### src/rtl/cvz_pkg.sv
package cvz_pkg;

    localparam int FIELD_W   = 32;
    localparam int ZOOM_W    = 24;
    localparam int OP_W      = 3;
    localparam int CFG_W     = 16;
    localparam int CFG_IDX_W = 2;
    localparam int WIDE_W    = 64;

    localparam logic signed [WIDE_W-1:0] WIDE_LIM = 64'sd1 <<< 61;
    localparam logic signed [WIDE_W-1:0] ZOOM_ONE = 64'sd65536;

    typedef enum logic [OP_W-1:0] {
        OP_LOAD = 3'd0,
        OP_ZOOM = 3'd1,
        OP_PAN  = 3'd2,
        OP_D2P  = 3'd3,
        OP_P2D  = 3'd4
    } t_op;

    typedef enum logic [CFG_IDX_W-1:0] {
        CFG_LEFT   = 2'd0,
        CFG_BOTTOM = 2'd1,
        CFG_WIDTH  = 2'd2,
        CFG_HEIGHT = 2'd3
    } t_cfg_idx;

    // datapath step selector
    typedef enum logic [3:0] {
        SEL_NONE,
        SEL_LOAD,
        SEL_D2P_X,
        SEL_D2P_Y,
        SEL_P2D_X,
        SEL_P2D_Y,
        SEL_ZR_X,
        SEL_ZR_Y,
        SEL_ZN_X,
        SEL_ZN_Y,
        SEL_PAN_X,
        SEL_PAN_Y
    } t_sel;

    typedef struct packed {
        logic capture;
        logic md_start;
        logic post;
        logic out_wr;
        t_sel sel;
    } t_cmd;

    typedef struct packed {
        logic [OP_W-1:0] op;
        logic            fzero;
    } t_stat;

endpackage

### src/rtl/cvz_ctrl.sv
module cvz_ctrl (
    input  logic           i_clk,
    input  logic           i_rst_n,
    input  logic           i_in_valid,
    input  logic           i_out_stall,
    input  logic           i_md_done,
    input  cvz_pkg::t_stat i_stat,
    output logic           o_in_stall,
    output logic           o_out_valid,
    output cvz_pkg::t_cmd  o_cmd
);
    typedef enum logic [2:0] {C_IDLE, C_DISP, C_LOADP, C_START, C_WAIT, C_FIN} t_cstate;

    t_cstate       r_state;
    cvz_pkg::t_sel r_sel;
    logic          r_ovalid;
    logic          out_free;
    cvz_pkg::t_sel first_sel;
    cvz_pkg::t_sel next_sel;

    assign out_free = !r_ovalid || !i_out_stall;

    always_comb begin
        unique case (i_stat.op)
            cvz_pkg::OP_LOAD: first_sel = cvz_pkg::SEL_LOAD;
            cvz_pkg::OP_ZOOM: first_sel = i_stat.fzero ? cvz_pkg::SEL_NONE
                                                       : cvz_pkg::SEL_P2D_X;
            cvz_pkg::OP_PAN:  first_sel = cvz_pkg::SEL_PAN_X;
            cvz_pkg::OP_D2P:  first_sel = cvz_pkg::SEL_D2P_X;
            cvz_pkg::OP_P2D:  first_sel = cvz_pkg::SEL_P2D_X;
            default:          first_sel = cvz_pkg::SEL_NONE;
        endcase
    end

    always_comb begin
        unique case (r_sel)
            cvz_pkg::SEL_P2D_X: next_sel = cvz_pkg::SEL_P2D_Y;
            cvz_pkg::SEL_P2D_Y: next_sel = (i_stat.op == cvz_pkg::OP_ZOOM)
                                           ? cvz_pkg::SEL_ZR_X : cvz_pkg::SEL_NONE;
            cvz_pkg::SEL_ZR_X:  next_sel = cvz_pkg::SEL_ZR_Y;
            cvz_pkg::SEL_ZR_Y:  next_sel = cvz_pkg::SEL_ZN_X;
            cvz_pkg::SEL_ZN_X:  next_sel = cvz_pkg::SEL_ZN_Y;
            cvz_pkg::SEL_D2P_X: next_sel = cvz_pkg::SEL_D2P_Y;
            cvz_pkg::SEL_PAN_X: next_sel = cvz_pkg::SEL_PAN_Y;
            default:            next_sel = cvz_pkg::SEL_NONE;
        endcase
    end

    assign o_in_stall      = r_state != C_IDLE;
    assign o_out_valid     = r_ovalid;
    assign o_cmd.capture   = (r_state == C_IDLE) && i_in_valid;
    assign o_cmd.md_start  = r_state == C_START;
    assign o_cmd.post      = (r_state == C_LOADP) || ((r_state == C_WAIT) && i_md_done);
    assign o_cmd.out_wr    = (r_state == C_FIN) && out_free;
    assign o_cmd.sel       = r_sel;

    always_ff @(posedge i_clk) begin
        if (!i_rst_n) begin
            r_state  <= C_IDLE;
            r_sel    <= cvz_pkg::SEL_NONE;
            r_ovalid <= 1'b0;
        end else begin
            // new result replaces the one taken this cycle
            if ((r_state == C_FIN) && out_free) r_ovalid <= 1'b1;
            else if (r_ovalid && !i_out_stall) r_ovalid <= 1'b0;
            unique case (r_state)
                C_IDLE:  if (i_in_valid) r_state <= C_DISP;
                C_DISP: begin
                    r_sel <= first_sel;
                    if (first_sel == cvz_pkg::SEL_NONE) r_state <= C_FIN;
                    else if (first_sel == cvz_pkg::SEL_LOAD) r_state <= C_LOADP;
                    else r_state <= C_START;
                end
                C_LOADP: r_state <= C_FIN;
                C_START: r_state <= C_WAIT;
                C_WAIT: begin
                    if (i_md_done) begin
                        r_sel <= next_sel;
                        r_state <= (next_sel == cvz_pkg::SEL_NONE) ? C_FIN : C_START;
                    end
                end
                C_FIN: begin
                    if (out_free) r_state <= C_IDLE;
                end
                default: r_state <= C_IDLE;
            endcase
        end
    end
endmodule

### config.mk
export PLATFORM = sky130hd
export DESIGN_NAME = cvz_ctrl
export DESIGN_NICKNAME = d
export VERILOG_FILES = /design/src/rtl/cvz_pkg.sv /design/src/rtl/cvz_ctrl.sv
export SDC_FILE = /design/constraint.sdc
export NUM_CORES = 1
export LEC_CHECK = 0
export BUFFER_PORTS_ARGS = -buffer_cell sky130_fd_sc_hd__buf_4
export CAP_MARGIN = 20
export CORE_UTILIZATION = 48
export DETAILED_ROUTE_END_ITERATION = 8
export GPL_ROUTABILITY_DRIVEN = 0
export HOLD_SLACK_MARGIN = 0.15
export PLACE_DENSITY_LB_ADDON = 0.12
export SYNTH_ARGS = -nofsm -noshare
export SYNTH_HDL_FRONTEND = slang
export SYNTH_SLANG_ARGS = --single-unit
### constraint.sdc
create_clock -name i_clk -period 2.38 [get_ports i_clk]
set_clock_uncertainty 0.2 [all_clocks]
set_input_delay 0.595 -clock i_clk [delete_from_list [all_inputs] [get_ports i_clk]]
set_output_delay 0.595 -clock i_clk [all_outputs]
set_load 0.02 [all_outputs]
==> results.txt <==
Syn Area/Cell - 7.42 sq um
Peak supply drop - 0.422 mV
Final ANT Viol Nets - 0
Grt total ovfl - 0
CTS Sinks - 8
YS warnings - 0
Worst Tran Pin Value - 0.569 ns
Leakage - 0.317 nW
Initial antenna violation count - 0
Synth-to-layout area growth - 22.7%
Syn Nets - 93
Outcome - finished clean
DRC - 0
Overall die area - 0.00145 sq mm
Post-Syn Area - 623 sq um
Clk buf depth - 2
Cells resized by post-CTS repair - 0
#FFs+latches synth - 8
Final-report hold violation count - 0
Worst-path clk slew - 0.06 ns
Maximum number of pins on one net before global-route repair - 13
Tcrit/Tclk final - 91.5%
Setup crit start kind - register
Vias in the first global route - 558
Post-Syn Instances - 84
Layout cells sized above 1 - 25.0%
Crit. End Element - primary output
Sequential share of the synthesized area - 25.7%
DRT Wirelength - 1430 microns
Placement row count - 12
WP data required - 1.58 ns
Endpoints failing setup - 0
Met3 Use GR - 8.72%
TNS Setup - 0 ns
Die Span Y - 38.0 microns
Tmin final - 2.18 ns
Netlist cell types - 30
I/O pin count - 19
Sw frac - 38.1%
Starting Density - 53.9%
Crit path kind - register to primary output
HP Class - register to register
Slew Limit Fails - 0
GRT met1 Usage - 29.3%
Switch Pwr - 0.186 mW
Post-CTS Hold Buffers - 0
Die W - 38.0 microns
Core area - 0.00116 sq mm
Max Cap Viol - 0
Worst hold slack - 0.397 ns
Sequential power share - 38.8%
CTS root buf - clkbuf_4
Path depth of the worst reg2reg path - 4
Clock group share of total power - 21.4%
DR pass1 iterations - 4
Met2 GRT Util - 36.4%
GR peak layer - met2
Relative slew slack - 62.1%
Crit path DAT - 1.38 ns
Cell area power density - 640 mW/mm^2
Iteration-0 DRC Markers - 21
Fill cells - 111
Clk Latency, worst-skew pair - 0.25 ns
Int Power - 0.303 mW
Setup WS post-layout - 0.203 ns
CTS tree - done
Hold Path Stages - 2
Total clock buffers created by CTS - 3
Post-CTS Setup Repair Bufs - 0
Htree depth - 1
Critical path fanouts, max - 11
N_diodes - 0
DP Worst Slack - 0.289 ns
Combinational power share - 39.7%
Fin util - 66.1%
First-pass GRT wire length - 2350 microns
RSZ-0062 raised after global routing - false
Achievable frequency - 0.459 GHz
Hpwl dp - 1020 microns
Port buffer count - 18
Nets@finish - 111
Wirelength per Cell - 12.6 microns
Post-DR vias/cell - 5.89
Tot GR Track Use - 23.1%
Via count - 671
[registers in the layout (all words and copies together) (netlist names)]
name / cells
r_sel: 4
o_out_valid: 1
r_state: 3
[power by group through the flow]
| stage | clock [mW] | combinational (mW) | sequential [mW] |
|---|---|---|---|
| after global placement | 0 | 0.189 | 0.191 |
| after detailed placement | 0 | 0.192 | 0.192 |
| after global routing | 0.114 | 0.214 | 0.196 |
| after floorplan | 0 | 0.134 | 0.187 |
| final | 0.105 | 0.195 | 0.190 |
| after CTS | 0.106 | 0.194 | 0.189 |
[metal layers]
layer / up-vias / part of all wire, %
met1: 300 / 48
met4: 0 / 0
met3: 0 / 6.5
met2: 25 / 45
met5: - / 0
li1: 346 / -
[synth_stat cells]
master | n | share of area (%)
o21a_1 | 2 | 2.4
dfxtp_1 | 8 | 26
nor3b_1 | 1 | 1.2
or3b_2 | 2 | 2.8
clkbuf_1 | 3 | 1.8
nor2b_1 | 4 | 4.0
nand2b_1 | 1 | 1.0
mux2_2 | 1 | 1.8
a311oi_1 | 1 | 1.4
a21oi_1 | 12 | 9.6
or3_1 | 1 | 1.0
nand2_1 | 3 | 1.8
and2b_1 | 1 | 1.2
o22ai_1 | 2 | 2.0
inv_1 | 4 | 2.4
a21boi_0 | 1 | 1.2
a31oi_1 | 1 | 1.0
a21o_1 | 2 | 2.4
and2_1 | 2 | 2.0
o21ai_0 | 9 | 7.2
or4b_1 | 1 | 1.6
nor3_1 | 4 | 3.2
nand3b_1 | 4 | 4.8
nand4b_1 | 1 | 1.4
nor2_1 | 6 | 3.6
o221ai_1 | 2 | 2.8
buf_6 | 2 | 3.6
or3b_4 | 1 | 1.8
a2111o_1 | 1 | 1.8
o211ai_1 | 1 | 1.2
[final cells by class]
cell class | instances | area (sq um) | area share, %
Multi-Input combinational cell | 67 | 414 | 54.2
Sequential cell | 8 | 160 | 20.9
Timing Repair Buffer | 18 | 135 | 17.7
Clock buffer | 3 | 22.5 | 2.95
Tap cell | 14 | 17.5 | 2.29
Inverter | 4 | 15.0 | 1.96
[cell usage in the layout, fill, tap and decap left out, types with 2 or more instances in the layout]
cell type,synthesis,layout
buf_4,0,18
a21oi_1,12,12
o21ai_0,9,9
dfxtp_1,8,8
nor2_1,6,6
nor2b_1,4,4
inv_1,4,4
nor3_1,4,4
nand3b_1,4,4
nand2_1,3,3
clkbuf_4,0,3
and2_1,2,2
o22ai_1,2,2
o221ai_1,2,2
or3b_2,2,2
a21o_1,2,2
o21a_1,2,2
[metrics by stage]
step | instance area (sq um) | total power, mW | cells
after global placement | 742 | 0.381 | 111
after floorplan | 623 | 0.320 | 84
final | 764 | 0.490 | 114
after global routing | 764 | 0.524 | 114
after detailed placement | 742 | 0.384 | 111
after CTS | 764 | 0.489 | 114
[worst max-delay path: stages (launching register included)]
cell     delay (ns)
dfxtp_1        0.49
and2b_1        0.21
nand2_1        0.12
a21oi_1        0.15
buf_4          0.16
[worst paths after layout]
check | startpoint | to | slack, ns
worst max-delay path | r_state[2] | o_cmd[4] | 0.20
worst min register to register | o_out_valid | o_out_valid | 0.40
worst max register to register | r_state[2] | r_sel[2] | 0.58
worst min-delay path | o_out_valid | o_out_valid | 0.40
[logic make-up after synthesis]
| kind of cell | share of synthesized area, % |
|---|---|
| compound gates | 33.1 |
| simple gates | 31.5 |
| buf+inv | 7.83 |
| flops | 25.7 |
| mux | 1.81 |
(Power assumes the default switching activity.)
