## config.mk

```make
export PLATFORM = sky130hd
export DESIGN_NAME = cvz_muldiv
export DESIGN_NICKNAME = d
export VERILOG_FILES = /design/src/rtl/cvz_pkg.sv /design/src/rtl/cvz_muldiv.sv
export SDC_FILE = /design/constraint.sdc
export NUM_CORES = 2
export LEC_CHECK = 0
export BUFFER_PORTS_ARGS = -buffer_cell sky130_fd_sc_hd__buf_4
export CORE_MARGIN = 1.5
export CORE_UTILIZATION = 45
export DETAILED_ROUTE_END_ITERATION = 8
export GPL_TIMING_DRIVEN = 0
export PLACE_DENSITY_LB_ADDON = 0.25
export SKIP_LAST_GASP = 1
export SYNTH_ARGS = -nofsm -noshare
export SYNTH_HDL_FRONTEND = slang
export SYNTH_SLANG_ARGS = --single-unit
```

## constraint.sdc

```tcl
create_clock -name i_clk -period 50.7 [get_ports i_clk]
set_input_delay 5.07 -clock i_clk [delete_from_list [all_inputs] [get_ports i_clk]]
set_output_delay 5.07 -clock i_clk [all_outputs]
set_load 0.1 [all_outputs]
```

## src/rtl/cvz_pkg.sv

```systemverilog
package cvz_pkg;

    localparam int FIELD_W   = 32;
    localparam int ZOOM_W    = 24;
    localparam int OP_W      = 3;
    localparam int CFG_W     = 16;
    localparam int CFG_IDX_W = 2;
    localparam int WIDE_W    = 64;

    localparam logic signed [WIDE_W-1:0] WIDE_LIM = 64'sd1 <<< 61;
    localparam logic signed [WIDE_W-1:0] ZOOM_ONE = 64'sd65536;

    typedef enum logic [OP_W-1:0] {
        OP_LOAD = 3'd0,
        OP_ZOOM = 3'd1,
        OP_PAN  = 3'd2,
        OP_D2P  = 3'd3,
        OP_P2D  = 3'd4
    } t_op;

    typedef enum logic [CFG_IDX_W-1:0] {
        CFG_LEFT   = 2'd0,
        CFG_BOTTOM = 2'd1,
        CFG_WIDTH  = 2'd2,
        CFG_HEIGHT = 2'd3
    } t_cfg_idx;

    // datapath step selector
    typedef enum logic [3:0] {
        SEL_NONE,
        SEL_LOAD,
        SEL_D2P_X,
        SEL_D2P_Y,
        SEL_P2D_X,
        SEL_P2D_Y,
        SEL_ZR_X,
        SEL_ZR_Y,
        SEL_ZN_X,
        SEL_ZN_Y,
        SEL_PAN_X,
        SEL_PAN_Y
    } t_sel;

    typedef struct packed {
        logic capture;
        logic md_start;
        logic post;
        logic out_wr;
        t_sel sel;
    } t_cmd;

    typedef struct packed {
        logic [OP_W-1:0] op;
        logic            fzero;
    } t_stat;

endpackage

```

## src/rtl/cvz_muldiv.sv

```systemverilog
// round(a*b/d), ties away from zero, clamped to +-2^61; d > 0
module cvz_muldiv (
    input  logic                                i_clk,
    input  logic                                i_rst_n,
    input  logic                                i_start,
    input  logic signed [cvz_pkg::WIDE_W-1:0]   i_a,
    input  logic signed [cvz_pkg::WIDE_W-1:0]   i_b,
    input  logic        [cvz_pkg::WIDE_W-1:0]   i_d,
    output logic                                o_done,
    output logic signed [cvz_pkg::WIDE_W-1:0]   o_q
);
    localparam int W  = cvz_pkg::WIDE_W;
    localparam int W2 = 2 * W;
    localparam int LB = 62;   // quotient bits developed by the divider

    typedef enum logic [2:0] {M_IDLE, M_MUL, M_CHK, M_DIV, M_FIN} t_mstate;

    t_mstate          r_state;
    logic             r_neg;
    logic [W2-1:0]    r_acc;
    logic [W2-1:0]    r_mc;
    logic [W-1:0]     r_mp;
    logic [W-1:0]     r_d;
    logic [W-1:0]     r_rem;
    logic [LB-1:0]    r_low;
    logic [W-1:0]     r_quo;
    logic [5:0]       r_cnt;

    logic [W-1:0]     mag_a;
    logic [W-1:0]     mag_b;
    logic [W2-LB-1:0] hi;
    logic [W:0]       rem2;
    logic             ge;
    logic [W-1:0]     quo_c;

    assign mag_a = i_a[W-1] ? W'(-i_a) : W'(i_a);
    assign mag_b = i_b[W-1] ? W'(-i_b) : W'(i_b);
    assign hi    = r_acc[W2-1:LB];
    assign rem2  = {r_rem, r_low[LB-1]};
    assign ge    = rem2 >= {1'b0, r_d};
    assign quo_c = (r_quo > W'(cvz_pkg::WIDE_LIM)) ? W'(cvz_pkg::WIDE_LIM) : r_quo;

    always_ff @(posedge i_clk) begin
        if (!i_rst_n) begin
            r_state <= M_IDLE;
            o_done  <= 1'b0;
        end else begin
            o_done <= 1'b0;
            unique case (r_state)
                M_IDLE: begin
                    if (i_start) begin
                        r_neg   <= i_a[W-1] != i_b[W-1];
                        r_acc   <= '0;
                        r_mc    <= {{W{1'b0}}, mag_a};
                        r_mp    <= mag_b;
                        r_d     <= i_d;
                        r_state <= M_MUL;
                    end
                end
                M_MUL: begin
                    if (r_mp == '0) begin
                        r_acc   <= r_acc + {{(W+1){1'b0}}, r_d[W-1:1]};
                        r_state <= M_CHK;
                    end else begin
                        if (r_mp[0]) r_acc <= r_acc + r_mc;
                        r_mc <= r_mc << 1;
                        r_mp <= r_mp >> 1;
                    end
                end
                M_CHK: begin
                    // quotient of 2^62 or more saturates at once
                    if (hi >= {{(W2-LB-W){1'b0}}, r_d}) begin
                        r_quo   <= W'(cvz_pkg::WIDE_LIM);
                        r_state <= M_FIN;
                    end else begin
                        r_rem   <= hi[W-1:0];
                        r_low   <= r_acc[LB-1:0];
                        r_quo   <= '0;
                        r_cnt   <= 6'(LB - 1);
                        r_state <= M_DIV;
                    end
                end
                M_DIV: begin
                    r_rem <= ge ? W'(rem2 - {1'b0, r_d}) : rem2[W-1:0];
                    r_quo <= {r_quo[W-2:0], ge};
                    r_low <= r_low << 1;
                    if (r_cnt == '0) r_state <= M_FIN;
                    else r_cnt <= r_cnt - 6'd1;
                end
                M_FIN: begin
                    o_q     <= r_neg ? -$signed(quo_c) : $signed(quo_c);
                    o_done  <= 1'b1;
                    r_state <= M_IDLE;
                end
                default: r_state <= M_IDLE;
            endcase
        end
    end
endmodule

```

==> flow_summary.rst <==
.. list-table::
   :header-rows: 1

   * - Metric
     - Value
   * - Run status
     - finished with violations
   * - Failing checks
     - max-capacitance violations, max-slew violations
   * - Count of synthesis-stage warnings from yosys
     - 0
   * - Clock-pin slew on the worst setup and hold paths
     - 60 ps
   * - Post-synthesis net count
     - 5172
   * - Gate family responsible for the most delay along the worst path
     - compound AO/OA/AOI/OAI gates
   * - Hold violation count in the final report
     - 0
   * - Post-synthesis to final-layout area growth
     - 15.8%
   * - Number of enable flip-flop cells after synthesis
     - 645
   * - Vias in the first global route
     - 36428
   * - Core footprint
     - 96600 um2
   * - Min-Delay Path Class
     - reg2reg
   * - Worst setup path category
     - reg2reg
   * - TritonCTS clock tree
     - built
   * - Met2 wire len
     - 65800 um
   * - Setup repair after global routing missed its margin
     - false
   * - Most frequent cell on the critical path
     - a21oi_1
   * - Yosys top cell by area
     - edfxtp_1
   * - Resized cells post-CTS
     - 0
   * - Pin count of the biggest net entering global routing
     - 42
   * - Wirelength, routed
     - 150000 um
   * - Layout cell share with drive strength beyond 1
     - 0.108
   * - Via density per instance
     - 5.93
   * - Number of buffers added by the clock tree synthesis step
     - 79
   * - Die Y
     - 315 um
   * - Final setup viols
     - 0
   * - Worst clock skew on the final layout
     - 32.9 ps
   * - Launching element type of the critical path
     - flip-flop
   * - Drt drc
     - 0
   * - Part of the Yosys area used for sequential elements
     - 0.444
   * - Share of synthesized registers carrying an async set or reset
     - 0
   * - Total power divided by cell area
     - 36.2 nW/um2
   * - Total clock sinks
     - 649
   * - GR Util All Layers
     - 0.297
   * - I/O pin total
     - 260
   * - Type of destination of the critical path
     - flip-flop
   * - Placed wire-length estimate after detailed placement
     - 119000 um
   * - Number of iterations in the first detailed-routing pass
     - 6
   * - F_max
     - 104 MHz
   * - Slew headroom
     - -0.0136
   * - Leading cell type by number of instances after synthesis
     - nand2_1
   * - Slack of the critical path
     - 41110 ps
   * - Final estimated routing congestion in global placement
     - 0.982
   * - DR WL/cell
     - 23.2 um
   * - Max layer used
     - met5
   * - Synth Area per Inst
     - 9.30 um2
   * - Share of Yosys cell area claimed by the top area cell type
     - 0.442
   * - Maximum number of buffers from clock root to sink
     - 3
   * - Total number of placement rows
     - 114
   * - Remaining antenna violation count after routing
     - 0
   * - Max Transition Viols Final
     - 11
   * - Critical path data required time
     - 51080 ps
   * - Number of distinct standard cells referenced by the synthesized netlist
     - 76
   * - Dpl cell area
     - 48000 um2
   * - Die Wd
     - 315 um
   * - Buffer count from post-CTS setup fixing
     - 0
   * - Nets@finish
     - 5581
   * - Remaining global-route overflow
     - 0
   * - Area of all placed cells without fillers
     - 50800 um2
   * - Post-route worst hold slack
     - 505 ps
   * - Max-cap violations
     - 2
   * - Min cycle time layout
     - 9590 ps
   * - Ys flop type
     - edfxtp_1
   * - # hold bufs at CTS
     - 0
   * - Leak
     - 19.7 nW
   * - Total of buffers placed on input and output ports
     - 257
   * - Post-synth top cells
     - 662 x nand2_1, 645 x edfxtp_1, 409 x o21ai_0, 404 x a21oi_1, 385 x nor2_1
   * - Root buffer cell
     - clkbuf_16
   * - Initial core utilization
     - 0.454
   * - Peak supply drop
     - 0.0000232 V
   * - Vias after detailed routing
     - 38369
   * - # diodes
     - 0
   * - Floorplan die area
     - 99300 um2
   * - Number of fill cells
     - 8949
   * - Crit path largest cell delay
     - 1160 ps
   * - Global-route wire length before repair
     - 223000 um
   * - Top post-synthesis cells by area
     - edfxtp_1 44%, ha_1 7.4%, nand2_1 5.7%
   * - Total of flip-flops plus latches after synthesis
     - 649
   * - Mapped Cells
     - 4715
   * - Htree depth
     - 3
   * - Worst EP arrival
     - 9970 ps
   * - Crit path cell chain
     - nor4_1 -> nand4_1 -> nor4_2 -> clkbuf_1 -> buf_1 -> mux2_2 -> ha_1 -> inv_1 -> fa_1 -> nor2b_1 -> o31a_1 -> o211ai_1 -> a21oi_1 -> a311oi_1 -> o311ai_1 -> a31oi_1 -> o21ai_1 -> a21oi_1 -> o21ai_0 -> xnor2_1 -> nor2_1
   * - Pre-CTS WS
     - 41420 ps
   * - Measured slew at the worst slew-check pin
     - 1520 ps
   * - Period utilisation layout
     - 0.189
   * - Clk Latency, worst-skew pair
     - 680 ps
   * - Maximum fanout along the worst path
     - 10
   * - Cell with the biggest individual delay on the critical path
     - clkbuf_1
   * - Number of buffers and inverters on the critical path
     - 3
   * - Initial antenna violation count
     - 7
   * - Setup TNS
     - 0 ps
   * - Netlist Area Pre-Place
     - 43800 um2
   * - DRC marker count from the first detailed-route iteration
     - 3629
   * - Sum of met3 wire segment lengths after detailed routing
     - 11800 um
   * - Met1 routed wirelength after detailed routing
     - 65700 um
==> metal layers <==
metal | vias to the layer above | GRT usage
li1 | 18023 | -
met1 | 18359 | 0.417
met2 | 1693 | 0.457
met3 | 292 | 0.0444
met4 | 2 | 0.124
met5 | - | 0
==> per-stage QoR <==
| stage | std cells | util | total power, mW |
|---|---|---|---|
| finish | 6465 | 0.526 | 1.84 |
| global route | 6465 | 0.526 | 1.93 |
| CTS | 6465 | 0.526 | 1.84 |
| detailed placement | 6319 | 0.497 | 1.23 |
| global placement | 6248 | 0.491 | 1.25 |
| floorplan | 4715 | - | 1.07 |
==> final timing paths <==
path                                           from                       end  slack (ps)  cells past startpoint
worst max-delay path             r_mp[20]$_DFFE_PP_  r_acc[112]$_SDFFCE_PN0P_       41110                     21
worst min-delay path            r_low[35]$_DFFE_PP_       r_low[36]$_DFFE_PP_         500                      2
worst max register to register   r_mp[20]$_DFFE_PP_  r_acc[112]$_SDFFCE_PN0P_       41110                     21
worst min register to register  r_low[35]$_DFFE_PP_       r_low[36]$_DFFE_PP_         500                      2
==> worst reg2reg max path, cell delays in order, from the launching register on <==
cell      delay [ps]
edfxtp_1         400
nor4_1           580
nand4_1          190
nor4_2           730
clkbuf_1        1160
buf_1            800
mux2_2           440
ha_1             190
inv_1             70
fa_1             190
nor2b_1           80
o31a_1           280
o211ai_1         380
a21oi_1          190
a311oi_1         840
o311ai_1         460
a31oi_1          990
o21ai_1          360
a21oi_1          580
o21ai_0          220
xnor2_1          160
nor2_1            50
==> final cells by class <==
cell class | count | area, um2 | share of cell area
Buffer | 230 | 868 | 0.0171
Clock inverter | 48 | 654 | 0.0129
Inverter | 148 | 556 | 0.0109
Multi-Input combinational cell | 3688 | 23000 | 0.453
Clock buffer | 98 | 2100 | 0.0414
Sequential cell | 649 | 19400 | 0.383
Tap cell | 1276 | 1600 | 0.0314
Timing Repair Buffer | 328 | 2550 | 0.0503
==> where the power goes <==
group / total, mW / internal [mW] / switching (mW)
registers: 0.697 / 0.659 / 0.0386
clock network: 0.608 / 0.368 / 0.241
logic: 0.536 / 0.192 / 0.344
total: 1.84 / 1.22 / 0.623
==> cell usage in the layout, fill, tap and decap left out, types with 10 or more instances in the layout <==
master     Yosys  final
a211oi_1      19     19
a21boi_0      18     18
a21o_1       122    122
a21oi_1      404    404
a221oi_1      10     10
a31oi_1       29     29
and2_1       142    142
and3_1        22     22
buf_1         17     17
buf_2          4     13
buf_4          0    301
buf_6          0     12
bufinv_16      0     14
clkbuf_1     209    225
clkbuf_16      0     81
clkinv_2       0     15
edfxtp_1     645    645
ha_1         260    260
inv_1        148    147
mux2_2        63     63
mux2i_1       14     14
nand2_1      662    662
nand2b_1      23     23
nand3_1       63     63
nand4_1       86     86
nor2_1       385    384
nor2b_1       93     93
nor3_1        83     82
nor4_1        40     37
o211ai_1      17     17
o21a_1        29     29
o21ai_0      409    409
o21bai_1      63     63
o31ai_1       49     49
o41ai_1       25     25
or2_2         19     19
or3_1         53     53
or4_1         31     31
xnor2_1      117    117
xor2_1       219    219
==> flip-flops by register name, summed over array words and instances, names as in the netlist, 3 cells and up <==
name	cells
r_acc	128
r_rem	64
r_cnt	6
r_mc	128
r_d	64
r_quo	64
r_state	3
r_mp	64
r_low	62
o_q	64
==> kinds of logic after synthesis <==
kind of cell               synth area share
AOI/OAI and AO/OA                     0.176
DFF                                   0.444
xor gates and xnor gates             0.0671
buffers and inverters                0.0325
muxes                                0.0194
and+or+nand+nor                       0.186
adders and majority gates            0.0751
(Power assumes the default switching activity.)
